<file path="src/sv/otsp_pkg.sv">
// Shared types and constants for the one-shot timer slot pool.
// No dependencies; imported by every module of the block.
package otsp_pkg;

  localparam int CNT_W       = 32;
  localparam int HND_W       = 16;
  localparam int SID_W       = 8;
  localparam int OSLOT_W     = 4;
  localparam int MAX_RESULTS = 16;
  localparam int RES_CNT_W   = $clog2(MAX_RESULTS + 1);

  // Input word kinds
  localparam logic [1:0] KIND_TICK  = 2'd0;
  localparam logic [1:0] KIND_REG   = 2'd1;
  localparam logic [1:0] KIND_UNREG = 2'd2;

  // Result word kinds
  localparam logic [1:0] RES_REG    = 2'd0;
  localparam logic [1:0] RES_UNREG  = 2'd1;
  localparam logic [1:0] RES_EXPIRY = 2'd2;

  typedef enum logic [1:0] {
    ST_IDLE,
    ST_SCAN,
    ST_FLUSH
  } fsm_t;

  // One slot as stored in the slot memory
  typedef struct packed {
    logic [CNT_W-1:0] cnt;
    logic [HND_W-1:0] hnd;
  } slot_entry_t;

  // One result word
  typedef struct packed {
    logic [1:0]         kind;
    logic [OSLOT_W-1:0] slot;
    logic [HND_W-1:0]   hnd;
    logic               ok;
    logic               last;
  } result_t;

endpackage

</file>
<file path="src/sv/otsp_mem.sv">
// Slot memory: one write port, one read port, registered read data.
// Per-entry valid bits make never-written entries read as a cleared slot.
// Depends on otsp_pkg.
module otsp_mem #(
  parameter int SLOT_COUNT = 16,
  parameter int SLOT_W     = 4
) (
  input  logic                clk,
  input  logic                rst_n,
  input  logic                wr_en,
  input  logic [SLOT_W-1:0]   wr_addr,
  input  otsp_pkg::slot_entry_t wr_data,
  input  logic                rd_en,
  input  logic [SLOT_W-1:0]   rd_addr,
  output otsp_pkg::slot_entry_t rd_data
);
  import otsp_pkg::*;

  slot_entry_t           mem [SLOT_COUNT];
  logic [SLOT_COUNT-1:0] vld_r;
  slot_entry_t           rd_data_r;

  // Valid bits, cleared at reset
  always_ff @(posedge clk) begin
    if (!rst_n) begin
      vld_r <= '0;
    end else if (wr_en) begin
      vld_r[wr_addr] <= 1'b1;
    end
  end

  // Storage and registered read
  always_ff @(posedge clk) begin
    if (wr_en) begin
      mem[wr_addr] <= wr_data;
    end
    if (rd_en) begin
      rd_data_r <= vld_r[rd_addr] ? mem[rd_addr] : '0;
    end
  end

  assign rd_data = rd_data_r;

endmodule

</file>
<file path="src/sv/otsp_outreg.sv">
// Output register for result words; decouples the sequencer from out_stall.
// Depends on otsp_pkg.
module otsp_outreg (
  input  logic             clk,
  input  logic             rst_n,
  input  logic             load,
  input  otsp_pkg::result_t load_data,
  output logic             free,
  input  logic             out_stall,
  output logic             out_valid,
  output otsp_pkg::result_t out_data
);
  import otsp_pkg::*;

  logic    valid_r;
  result_t data_r;

  // Room for a new word when empty or when the held word leaves this edge
  assign free = !valid_r || !out_stall;

  always_ff @(posedge clk) begin
    if (!rst_n) begin
      valid_r <= 1'b0;
    end else if (load) begin
      valid_r <= 1'b1;
    end else if (!out_stall) begin
      valid_r <= 1'b0;
    end
  end

  always_ff @(posedge clk) begin
    if (load) begin
      data_r <= load_data;
    end
  end

  assign out_valid = valid_r;
  assign out_data  = data_r;

endmodule

</file>
<file path="src/sv/oneshot_timer_slot_pool_core.sv">
// One-shot timer slot pool, top level: sequencer plus slot memory and output register.
// Depends on otsp_pkg, otsp_mem, otsp_outreg.
//
// Input channel (in_*): one word per accepted valid & !stall. Kind tick counts
// every nonzero slot down and emits one expiry word per slot that reaches zero
// with a handler, up to MAX_RESULTS; kind register claims the lowest free slot
// and answers with it; kind unregister clears a slot and answers; kind 3 is
// dropped silently. Result channel (out_*): words in order, out_last set on the
// final word of an input word. A quiet tick gives no word.
// Timing: tick and register walk the slot memory one slot per cycle through its
// single read port; a register stops at the first free slot.
// One input word at a time. in_stall is high while a word is in progress.
// A stalled receiver holds the output register; the slot walk pauses only when a
// new expiry word finds both the pending word and the output register full.
// Reset clears all slots (per-slot valid bits, no clearing pass) and all control.
module oneshot_timer_slot_pool_core #(
  parameter int SLOT_COUNT = 16
) (
  input  logic                          clk,
  input  logic                          rst_n,
  input  logic                          in_valid,
  output logic                          in_stall,
  input  logic [1:0]                    in_kind,
  input  logic [otsp_pkg::CNT_W-1:0]    in_delay_ticks,
  input  logic [otsp_pkg::HND_W-1:0]    in_handler,
  input  logic [otsp_pkg::SID_W-1:0]    in_slot_id,
  output logic                          out_valid,
  input  logic                          out_stall,
  output logic [1:0]                    out_result_kind,
  output logic [otsp_pkg::OSLOT_W-1:0]  out_slot,
  output logic [otsp_pkg::HND_W-1:0]    out_fired_handler,
  output logic                          out_ok,
  output logic                          out_last
);
  import otsp_pkg::*;

  localparam int SLOT_W = (SLOT_COUNT > 1) ? $clog2(SLOT_COUNT) : 1;

  fsm_t                 state_r, state_nxt;
  logic [SLOT_W-1:0]    idx_r, idx_nxt;
  logic [RES_CNT_W-1:0] n_r, n_nxt;
  logic                 mode_reg_r, mode_reg_nxt;
  logic [CNT_W-1:0]     delay_r, delay_nxt;
  logic [HND_W-1:0]     hnd_r, hnd_nxt;
  result_t              pend_r, pend_nxt;
  logic                 pend_valid_r, pend_valid_nxt;

  logic                 rd_en, wr_en;
  logic [SLOT_W-1:0]    rd_addr, wr_addr;
  slot_entry_t          rd_data, wr_data;
  logic                 out_load, out_free;
  result_t              out_data, out_word;

  logic                 idx_last, fire, emit, slot_free, sid_ok;
  logic [7:0]           idx_ext;
  logic [CNT_W-1:0]     cnt_dec;

  // Slot storage
  otsp_mem #(
    .SLOT_COUNT (SLOT_COUNT),
    .SLOT_W     (SLOT_W)
  ) u_mem (
    .clk     (clk),
    .rst_n   (rst_n),
    .wr_en   (wr_en),
    .wr_addr (wr_addr),
    .wr_data (wr_data),
    .rd_en   (rd_en),
    .rd_addr (rd_addr),
    .rd_data (rd_data)
  );

  // Result output register
  otsp_outreg u_outreg (
    .clk       (clk),
    .rst_n     (rst_n),
    .load      (out_load),
    .load_data (out_data),
    .free      (out_free),
    .out_stall (out_stall),
    .out_valid (out_valid),
    .out_data  (out_word)
  );

  assign out_result_kind   = out_word.kind;
  assign out_slot          = out_word.slot;
  assign out_fired_handler = out_word.hnd;
  assign out_ok            = out_word.ok;
  assign out_last          = out_word.last;

  // Per-slot decode of the entry just read
  assign idx_last  = (idx_r == SLOT_W'(SLOT_COUNT - 1));
  assign idx_ext   = 8'(idx_r);
  assign cnt_dec   = rd_data.cnt - CNT_W'(1);
  assign fire      = (rd_data.cnt == CNT_W'(1)) && (rd_data.hnd != '0);
  assign emit      = fire && (n_r < RES_CNT_W'(MAX_RESULTS));
  assign slot_free = (rd_data.cnt == '0) && (rd_data.hnd == '0);
  assign sid_ok    = (in_slot_id < SID_W'(SLOT_COUNT));

  // Sequencer: next state and datapath control
  always_comb begin
    state_nxt      = state_r;
    idx_nxt        = idx_r;
    n_nxt          = n_r;
    mode_reg_nxt   = mode_reg_r;
    delay_nxt      = delay_r;
    hnd_nxt        = hnd_r;
    pend_nxt       = pend_r;
    pend_valid_nxt = pend_valid_r;
    rd_en          = 1'b0;
    rd_addr        = '0;
    wr_en          = 1'b0;
    wr_addr        = idx_r;
    wr_data        = '0;
    out_load       = 1'b0;
    out_data       = pend_r;
    in_stall       = (state_r != ST_IDLE);

    case (state_r)
      ST_IDLE: begin
        if (in_valid) begin
          case (in_kind)
            KIND_TICK, KIND_REG: begin
              mode_reg_nxt = (in_kind == KIND_REG);
              delay_nxt    = in_delay_ticks;
              hnd_nxt      = in_handler;
              n_nxt        = '0;
              idx_nxt      = '0;
              rd_en        = 1'b1;
              rd_addr      = '0;
              state_nxt    = ST_SCAN;
            end
            KIND_UNREG: begin
              wr_en          = sid_ok;
              wr_addr        = in_slot_id[SLOT_W-1:0];
              wr_data        = '0;
              pend_nxt.kind  = RES_UNREG;
              pend_nxt.slot  = sid_ok ? in_slot_id[OSLOT_W-1:0] : '0;
              pend_nxt.hnd   = '0;
              pend_nxt.ok    = sid_ok;
              pend_nxt.last  = 1'b0;
              pend_valid_nxt = 1'b1;
              state_nxt      = ST_FLUSH;
            end
            default: begin
            end
          endcase
        end
      end

      ST_SCAN: begin
        if (mode_reg_r) begin
          // Search for the lowest free slot
          if (slot_free || idx_last) begin
            wr_en          = slot_free;
            wr_data.cnt    = delay_r;
            wr_data.hnd    = hnd_r;
            pend_nxt.kind  = RES_REG;
            pend_nxt.slot  = slot_free ? idx_ext[OSLOT_W-1:0] : '0;
            pend_nxt.hnd   = '0;
            pend_nxt.ok    = slot_free;
            pend_nxt.last  = 1'b0;
            pend_valid_nxt = 1'b1;
            state_nxt      = ST_FLUSH;
          end else begin
            idx_nxt = idx_r + SLOT_W'(1);
            rd_en   = 1'b1;
            rd_addr = idx_r + SLOT_W'(1);
          end
        end else if (!emit || !pend_valid_r || out_free) begin
          // Tick: count down, fire and free on reaching zero
          wr_en       = (rd_data.cnt != '0);
          wr_data.cnt = cnt_dec;
          wr_data.hnd = (rd_data.cnt == CNT_W'(1)) ? '0 : rd_data.hnd;
          if (emit) begin
            out_load       = pend_valid_r;
            out_data       = pend_r;
            out_data.last  = 1'b0;
            pend_nxt.kind  = RES_EXPIRY;
            pend_nxt.slot  = idx_ext[OSLOT_W-1:0];
            pend_nxt.hnd   = rd_data.hnd;
            pend_nxt.ok    = 1'b1;
            pend_nxt.last  = 1'b0;
            pend_valid_nxt = 1'b1;
            n_nxt          = n_r + RES_CNT_W'(1);
          end
          if (idx_last) begin
            state_nxt = ST_FLUSH;
          end else begin
            idx_nxt = idx_r + SLOT_W'(1);
            rd_en   = 1'b1;
            rd_addr = idx_r + SLOT_W'(1);
          end
        end
      end

      ST_FLUSH: begin
        // Hand the final word over, marked last
        if (!pend_valid_r) begin
          state_nxt = ST_IDLE;
        end else if (out_free) begin
          out_load       = 1'b1;
          out_data       = pend_r;
          out_data.last  = 1'b1;
          pend_valid_nxt = 1'b0;
          state_nxt      = ST_IDLE;
        end
      end

      default: begin
        state_nxt = ST_IDLE;
      end
    endcase
  end

  // Control registers
  always_ff @(posedge clk) begin
    if (!rst_n) begin
      state_r      <= ST_IDLE;
      idx_r        <= '0;
      n_r          <= '0;
      mode_reg_r   <= 1'b0;
      pend_valid_r <= 1'b0;
    end else begin
      state_r      <= state_nxt;
      idx_r        <= idx_nxt;
      n_r          <= n_nxt;
      mode_reg_r   <= mode_reg_nxt;
      pend_valid_r <= pend_valid_nxt;
    end
  end

  // Payload registers
  always_ff @(posedge clk) begin
    delay_r <= delay_nxt;
    hnd_r   <= hnd_nxt;
    pend_r  <= pend_nxt;
  end

  // No pending word survives into idle
  a_idle_no_pend: assert property (@(posedge clk) disable iff (!rst_n)
    (state_r == ST_IDLE) |-> !pend_valid_r)
    else $error("pending result left over in idle");

  // Expiry count never passes the result limit
  a_n_bound: assert property (@(posedge clk) disable iff (!rst_n)
    n_r <= RES_CNT_W'(MAX_RESULTS))
    else $error("expiry count above limit");

  // An accepted tick starts the walk at slot zero
  a_tick_start: assert property (@(posedge clk) disable iff (!rst_n)
    (in_valid && !in_stall && (in_kind == KIND_TICK))
      |=> (state_r == ST_SCAN && idx_r == '0 && !mode_reg_r))
    else $error("tick did not start slot walk");

endmodule
</file>
<file path="config.mk">
export PLATFORM = sky130hd
export DESIGN_NAME = oneshot_timer_slot_pool_core
export DESIGN_NICKNAME = d
export VERILOG_FILES = /design/src/sv/otsp_pkg.sv /design/src/sv/otsp_mem.sv /design/src/sv/otsp_outreg.sv /design/src/sv/oneshot_timer_slot_pool_core.sv
export SDC_FILE = /design/constraint.sdc
export NUM_CORES = 1
export LEC_CHECK = 0
export ABC_AREA = 1
export BUFFER_PORTS_ARGS = -buffer_cell sky130_fd_sc_hd__buf_2
export CAP_MARGIN = 20
export CELL_PAD_IN_SITES_DETAIL_PLACEMENT = 0
export CELL_PAD_IN_SITES_GLOBAL_PLACEMENT = 2
export CORE_MARGIN = 5
export CORE_UTILIZATION = 45
export DETAILED_ROUTE_END_ITERATION = 10
export GPL_TIMING_DRIVEN = 1
export PLACE_DENSITY_LB_ADDON = 0.1
export SKIP_LAST_GASP = 1
export SLEW_MARGIN = 40
export SYNTH_ARGS = -nofsm -noshare
export SYNTH_HDL_FRONTEND = slang
export SYNTH_HIERARCHICAL = 1
export SYNTH_SLANG_ARGS = --single-unit
</file>
<file path="constraint.sdc">
create_clock -name clk -period 12.82 [get_ports clk]
set_input_delay 1.923 -clock clk [delete_from_list [all_inputs] [get_ports clk]]
set_output_delay 1.923 -clock clk [all_outputs]
set_load 0.05 [all_outputs]
</file>
* Yosys cells after proc, flatten, opt, wreduce, memory -nomap -nowiden *
Memories as Yosys holds them, arrays and structs flattened. A register that Yosys moved wholly into a read port is not among the register bits.
Index checks and enable logic that the tools add are counted.

cells by class
  $add $sub $neg = 3
  order comparisons = 5
  bitwise logic cells = 1
  equality and inequality tests = 21
  mux-type cells = 86
  reductions and logical operators = 29

operators with widths
  operator                                                number
  two-way mux 48 bit                                      4
  two-way mux 24 bit                                      6
  two-way mux 4 bit                                       16
  case mux 24 bit (2 select lines)                        1
  two-way mux 1 bit                                       35
  == test 32 x 1 -> 1 bit (second input constant)         1
  logical NOT 32 bit                                      1
  nonzero test 32 bit                                     1
  subtractor 32 x 1 -> 32 bit (second input constant)     1
  AND reduction 6 bit                                     5
  two-way mux 5 bit                                       5
  inequality test 3 bit (second input constant)           7
  logical NOT 16 bit                                      1
  two-way mux 16 bit                                      1
  bitwise OR 16 bit                                       1
  nonzero test 16 bit                                     1
  two-way mux 2 bit                                       7
  < comparator 4 x 5 -> 1 bit (second input constant)     2
  case mux 5 bit (2 select lines)                         1
  < comparator 8 x 5 -> 1 bit (second input constant)     1
  inequality test 2 bit (second input constant)           4
  case mux 1 bit (2 select lines)                         4
  case mux 4 bit (2 select lines)                         1
  inequality test 2 x 1 -> 1 bit (second input constant)  3
  21 further kinds                                        35

storage, ports and cells
  output and inout bits = 26
  memory bits (writable) = 768
  memories kept = 1
  register bits after elaboration = 126

memories
  name       depth  bits a word  rd ports  clocked after Yosys merged registers in  wr ports  RTL line        source
  u_mem.mem  16     48           1         1                                        1         otsp_mem.sv:19  slot_entry_t mem [SLOT_COUNT];

* Depth between registers and ports, before layout *
Gate-level depths: netlist of the first run.

  word-level depth = 12
  gate-level depth with buffers = 23
  depth with buffers taken out = 20

* By module *
The synthesis of the first run kept the hierarchy.

modules (own cells, without submodules)
  module                        cells each  instances  area an instance (µm²)
  otsp_mem                      3371        1          35599.1
  oneshot_timer_slot_pool_core  630         1          5163.7
  otsp_outreg                   29          1          763.2

* Least setup slack after synthesis of the first run *
OpenSTA, ideal clock, no wires.

  path type = in2reg
  start point = input port in_kind[1]
  end point = register u_mem/rd_data[0] (netlist name)
  library setup time = 407 ps
  buffers on the path = 0
  setup slack = 5628 ps
  cell stages on the path = 3
  arrival = 6785 ps
  cells stage by stage = nor3_1 inv_1 nand2_1

on the way
  cells in the longest elaborated chain, start to end = 5
  elaborated cells on any way between the ends = 6

RTL lines
  item                                                                RTL line                             source
  start, declared                                                     oneshot_timer_slot_pool_core.sv:23   input logic [1:0] in_kind,
  == test 2 x 1 -> 1 bit / logical NOT 2 bit (equally long branches)  oneshot_timer_slot_pool_core.sv:122  case (in_kind)
  OR reduction 2 bit (*)                                              oneshot_timer_slot_pool_core.sv:122
  two-way mux 1 bit (*)                                               oneshot_timer_slot_pool_core.sv:122
  two-way mux 1 bit (*)                                               oneshot_timer_slot_pool_core.sv:121  if (in_valid) begin
  case mux 1 bit (2 select lines) (*)                                 oneshot_timer_slot_pool_core.sv:119  case (state_r)
  via rd_en                                                           oneshot_timer_slot_pool_core.sv:48   logic rd_en, wr_en;

Mark *: on every way through the listed nets, which the timed path passes. The rest lies on a longest branch.
A chain may end at the register's enable or synchronous reset.

* Worst setup path after layout of the first run *
  start point = input port out_stall
  end point = register u_mem/rd_data[40] (netlist name)

on the way
  cells in the longest elaborated chain, start to end = 9
  elaborated cells on any way between the ends = 12

RTL lines
  item                                     RTL line                             source
  start, declared                          oneshot_timer_slot_pool_core.sv:28   input logic out_stall,
  logical NOT 1 bit (*)                    otsp_outreg.sv:19                    assign free = !valid_r || !out_stall;
  logical OR 1 bit (*)                     otsp_outreg.sv:19
  via out_free                             oneshot_timer_slot_pool_core.sv:51   logic out_load, out_free;
  logical OR 1 bit (*)                     oneshot_timer_slot_pool_core.sv:170  end else if (!emit || !pend_valid_r || out_free) begin
  two-way mux 4 bit (*)                    oneshot_timer_slot_pool_core.sv:170
  two-way mux 4 bit (*)                    oneshot_timer_slot_pool_core.sv:152  if (mode_reg_r) begin
  two-way mux 4 bit (*)                    --
  via rd_addr[0]                           oneshot_timer_slot_pool_core.sv:49   logic [SLOT_W-1:0] rd_addr, wr_addr;
  binary-select mux 1 bit (select 4 bit)   otsp_mem.sv:38                       rd_data_r <= vld_r[rd_addr] ? mem[rd_addr] : '0;
  two-way mux 1 bit (implied by the code)  otsp_mem.sv:38
  logical NOT 1 bit (no line)              --

Mark *: on every way through the listed nets, which the timed path passes. The rest lies on a longest branch. The select of a mux whose other input is x is not followed.

==> metrics, run 1 <==
status=completed; post-layout util=50.63%; Final Hold Fails=0; post-synthesis sequential area ratio=67.32%; RSZ-0062 raised after global routing=no; total area of sequential cells=27960 um^2; die width=313.8 um; full die area=98450 um^2; Setup Skew=0.01687 ns; Crit Path Max Fanout=145; share of cells above drive strength 1=9.573%; worst hold path type=reg2reg; multiplexer share of the synthesized area=0%; Unique masters post-synth=42; Longest Clk Path Bufs=3; initial core utilization=45.30%; worst reg2reg path endpoint=u_mem/rd_data[40]; power density cells=203.7 nW/um^2; Die Y=313.8 um; Max Clk Rate=174.3 MHz; simple-gate area share of the yosys netlist=21.16%; CP Capture Point=u_mem/rd_data[40]; syn avg cell area=10.30 um^2; # IOs=88; initial DRC count=2375; Post-synth EDFFs=911; Buffers on Ports=87; fill count=8494; worst-skew pair later-pin latency=0.68 ns; total number of yosys warnings=6; CORE AREA=91660 um^2; crit path time final=5.737 ns; XOR/XNOR Fraction of Synth Area=0.5695%; postcts setup bufs=0; synthesized cell area=41530 um^2; Post-DRT Antenna Nets=0; Seq cells post-synth=941; number of vias per cell=5.060; vias in the first global route=26646; Num CTS Buffers=103; Worst Tran Pin Value=0.8725 ns; Synth-to-Final Area Change=11.77%; Max-slew headroom=41.83%; Worst Reg-to-Reg Cells=21; Worst R2R Start=u_mem/rd_data[7]; Vias=27204; Synth Area in Compound Gates=1.287%; Leakage=19.59 nW; Final GP Congestion=0.7727; Worst Path Arrival=6.28 ns; Max Slew Vio Count=0; post-DP HPWL=58800 um; DR DRC count=0; WP data required=13.36 ns; Avg WL per Cell=21.13 um; main combinational cell family by area after synthesis=simple AND/OR/NAND/NOR gates; Final Setup Violations=0; std cell rows=111; max cap viols=0; initial antenna violation count=0; WL final=113600 um; CTS tree=built; largest vdd supply drop=0.1427 mV; Worst Hold Depth=0; Setup CP Type=in2reg; setup total negative slack=0 ns; area of the multi-input gates=9883 um^2; Worst-path clk slew=0.06 ns; All-Layer GR Usage=22.95%; dominant synthesized flop cell=edfxtp_1; fin nets=4172; hold-fix buffer count after cts=0; number of gates resized after cts=0; Final period util=44.75%; asr flop ratio synth=0%; Setup crit start=out_stall; largest net degree at the start of global routing=146; Clock Tree Root=clkbuf_16; crit path capture type=flip-flop; Worst R2R Setup Slack=7.20 ns; syn_nets=4099; CTS Sinks=941; Adder-Cell Fraction of Synth Area=0.2109%; GRT overflow=0; Synth Instances=4030; Startpoint Class=input pin; DRT Pass-1 Iters=5; global-route wire length before repair=170300 um; H-tree depth=3
routing by layer:
metal	track usage, %	routed length (um)	part of all wire (%)	vias to the layer above
met4	6.003	2932	2.6	0
met1	32.26	52140	46	13227
met2	38.14	53560	47	582
met5	0	0	0	-
met3	3.013	4945	4.4	159
li1	-	-	-	13236
critical path, stage by stage:
cell and delay [ns]:
buf_2 0.10, nand2_2 0.10, nor2_1 0.14, nand2_2 0.09, buf_4 0.38, nand3_1 0.35, a211oi_4 0.45, buf_6 0.52
buf_12 0.59, nand2_1 0.13, o21ai_0 0.10, nand2_1 0.07, nand3_1 0.09, nand3_1 0.11, nand2_2 0.13, buf_4 0.63
nand2_1 0.13, inv_1 0.08
cell usage in the layout, fill, tap and decap left out, types with 23 or more instances in the layout:
cell type / n
nand3_1: 632
buf_4: 48
edfxtp_1: 911
buf_2: 87
nor2_1: 142
clkinv_2: 23
dfxtp_1: 30
nand2_1: 1178
a21oi_2: 34
a21oi_1: 35
clkbuf_1: 32
clkbuf_16: 104
inv_1: 703
metrics by stage:
stage	power (mW)	area [um^2]	instances	hold WS [ns]	setup slack, ns
2_1_floorplan	5.943	41530	4030	0.4003	5.628
3_3_place_gp	6.686	42890	5175	0.4015	6.259
3_5_place_dp	6.733	43200	5182	0.4045	6.346
4_1_cts	9.551	46370	5373	0.4175	7.046
5_1_grt	10.00	46410	5375	0.4193	6.635
6_report	9.452	46410	5376	0.4164	7.083
cell type report:
cell class / instances / area share (%)
well taps: 1186 / 3.197
clock inverters: 51 / 0.8357
diodes: 1 / 0.005392
flip-flops and latches: 941 / 60.24
repair buffers: 158 / 2.577
multi-input cells: 2183 / 21.29
clock buffers: 140 / 5.985
inverters: 716 / 5.869
cells in the mapped netlist (2+ instances only):
library cell  count  area, um^2
a21oi_2          12       105.1
nor2_2            8       50.05
nor4_1            2       12.51
ha_1              7       87.58
o21ai_0          10       50.05
buf_6            43       484.2
buf_1            17       63.81
clkbuf_1         35       131.4
edfxtp_1        911       27360
nor2_4            5       56.30
o21a_1            2       15.01
nand4_1          18       112.6
nor3_1           31       155.2
or2_2             3       18.77
a21oi_1          59       295.3
nand2_2          15       93.84
xnor2_1           9       78.83
inv_1           709        2661
nor3b_1           2       15.01
xor2_1           18       157.7
nand3_1         632        3163
buf_2            67       335.3
nor2_1          148       555.5
o31ai_1           2       15.01
inv_2             5       18.77
nand2_1        1180        4429
dfxtp_1          30       600.6
o22ai_1           4       25.02
buf_4            27       202.7
nand2_4           2       22.52
nand3b_1          6       45.04
how the worst min path moves through the flow:
stage	start	to	slack [ns]
global route	pend_r[1]	u_outreg/out_data[1]	0.42
CTS	pend_r[9]	u_outreg/out_data[9]	0.42
detailed placement	pend_r[9]	u_outreg/out_data[9]	0.40
finish	pend_r[10]	u_outreg/out_data[10]	0.42
floorplan	pend_r[10]	u_outreg/out_data[10]	0.40
global placement	pend_r[22]	u_outreg/out_data[22]	0.40
kinds of logic after synthesis:
group	count (synthesis)
AND/OR/NAND/NOR	2056
adder cells (fa/ha/maj)	7
AO/OA/AOI/OAI	93
flip-flops	941
buffers and inverters	906
XOR/XNOR	27
state kept, by name, summed over array words and instances, names as in the netlist:
name and count:
u_mem/mem 768, u_mem/rd_data 48, n_r 5, state_r 2, hnd_r 16, u_outreg/out_data 24
mode_reg_r 1, u_outreg/out_valid 1, u_mem/vld_r 16, idx_r 4, pend_r 23, pend_valid_r 1
delay_r 32
where the power goes:
part | switching, mW | leakage (nW) | total [mW] | internal (mW)
Sequential | 0.125 | 8.69 | 4.02 | 3.90
Clock | 1.21 | 1.55 | 2.80 | 1.60
Combinational | 1.93 | 9.35 | 2.63 | 0.694
Note: power is estimated with default switching activity, not from simulation.
==> inputs of run 2 (changes only) <==
CORE_UTILIZATION = 42   (was 45)
clock period = 5.59 ns   (was 12.82 ns; I/O delays follow)
==> metrics, run 2 (same netlist as run 1, synthesis figures left out) <==
Startpoint Class=flip-flop; post-DP HPWL=60750 um; Worst R2R Setup Slack=1.21 ns; Setup crit start=u_mem/rd_data[33]; postcts setup bufs=0; power density cells=472.5 nW/um^2; std cell rows=115; Post-DRT Antenna Nets=0; die width=324.4 um; fill count=9217; CTS tree=built; Worst-path clk slew=0.06 ns; CORE AREA=98280 um^2; largest net degree at the start of global routing=99; # placed instances=5298; RSZ-0062 raised after global routing=no; vias in the first global route=26724; Final GP Congestion=0.7658; worst-skew pair later-pin latency=0.69 ns; Slowest cell on crit path=inv_8; initial antenna violation count=2; fin nets=4188; All-Layer GR Usage=22.16%; WP data required=6.14 ns; WL final=118400 um; Setup CP Type=reg2reg; Leakage=19.75 nW; CTS Sinks=941; Vias=27342; share of cells above drive strength 1=9.855%; worst reg2reg path endpoint=u_mem/rd_data[23]; Worst Reg-to-Reg Cells=18; number of gates resized after cts=0; Max Slew Vio Count=0; Final period util=78.29%; largest vdd supply drop=0.3351 mV; max cap viols=0; Synth-to-Final Area Change=12.80%; commonest non-fill, non-tap cell in the layout=nand2_1; worst path cell trace=nor2_1 > nand2_1 > nor2_1 > nand2_2 > nor2_4 > nand2_1 > inv_2 > nand2_2 > nand3_1 > a21oi_4 > inv_8 > buf_12 > nand3_1 > nand3_1 > nand3_1 > nand2_1 > nand2_1 > inv_1; commonest non-fill, non-tap cells in the layout=nand2_1 (1178), edfxtp_1 (911), inv_1 (703); Worst Tran Pin Value=0.8629 ns; global-route wire length before repair=176900 um; PnR Total Power=22.13 mW; GRT overflow=0; Largest register FFs=768; Buffers on Ports=87; DRT Pass-1 Iters=5; Setup Skew=0.02370 ns; Max-slew headroom=42.47%; CP Capture Point=u_mem/rd_data[23]; Final Setup Violations=0; Die Y=324.4 um; hold-fix buffer count after cts=0; diode count=0; Max Clk Rate=228.5 MHz; crit path capture type=flip-flop; DR DRC count=0; Longest Clk Path Bufs=3; number of vias per cell=4.982; initial core utilization=42.25%; status=completed; Worst Path Arrival=4.93 ns; non-filler cells, final=5488; Avg WL per Cell=21.57 um; initial DRC count=2262; Final Hold Fails=0; Worst R2R Start=u_mem/rd_data[33]; full die area=105300 um^2; slowest stage delay, CP=0.53 ns; worst hold path type=in2reg; Largest Register=u_mem/mem; Clock Tree Root=clkbuf_16; setup total negative slack=0 ns; Num CTS Buffers=104; # IOs=88; H-tree depth=3; crit path time final=4.376 ns; Crit Path Max Fanout=82
-- run 2: changes by cell type in the layout (fill, tap and decap cells not counted), moves of 4 or more --
cell,before,now
a21oi_1,35,39
a21oi_2,34,29
buf_12,6,24
buf_16,5,0
buf_4,48,55
buf_6,10,6
bufinv_16,4,8
clkbuf_1,32,28
-- run 2: stage by stage --
| step | cell area [um^2] | utilization [%] | hold slack [ns] | setup slack, ns |
|---|---|---|---|---|
| floorplan | 41530 | - | 0.4003 | -0.08226 |
| global placement | 43410 | 44.17 | 0.4030 | 0.7711 |
| detailed placement | 43520 | 44.29 | 0.4045 | 1.137 |
| CTS | 46790 | 47.61 | 0.2734 | 1.134 |
| global route | 46840 | 47.66 | 0.2814 | 0.8265 |
| finish | 46840 | 47.66 | 0.3234 | 1.214 |
-- run 2: power breakdown --
part | internal (mW) | switching, mW
combinational | 1.67 | 4.62
clock | 3.85 | 2.80
sequential | 8.93 | 0.262
total | 14.4 | 7.68
-- run 2: worst min-delay path by stage --
| stage | start | to | slack, ns | cells past startpoint |
|---|---|---|---|---|
| after global routing | in_handler[14] | hnd_r[14] | 0.28 | 1 |
| final | in_handler[14] | hnd_r[14] | 0.32 | 1 |
| after detailed placement | pend_r[10] | u_outreg/out_data[10] | 0.40 | 0 |
| after CTS | in_handler[0] | hnd_r[0] | 0.27 | 1 |
| after global placement | pend_r[16] | u_outreg/out_data[16] | 0.40 | 0 |
| after floorplan | pend_r[10] | u_outreg/out_data[10] | 0.40 | 0 |
-- run 2: area by class of cell --
cell class | count | area [um^2] | area share [%]
Sequential cell | 941 | 27960 | 59.69
Clock buffer | 136 | 2774 | 5.922
Multi-Input combinational cell | 2183 | 9871 | 21.07
Timing Repair Buffer | 173 | 1411 | 3.013
Tap cell | 1287 | 1610 | 3.438
Clock inverter | 52 | 495.5 | 1.058
Inverter | 716 | 2721 | 5.810
-- run 2: metal layers --
layer	up-vias	GRT usage, %	routed length [um]
met1	13267	31.23	53700
met3	150	3.409	6059
li1	13251	-	-
met5	-	0	0
met4	0	5.101	2584
met2	674	36.59	56050
-- run 2: worst max-delay path: cells and delay by family, from the launching register on --
kind	cells	cell delay [ns]
flip-flops	1	0.44
AO/OA/AOI/OAI	1	0.24
buffers and inverters	4	1.10
AND/OR/NAND/NOR	13	2.29
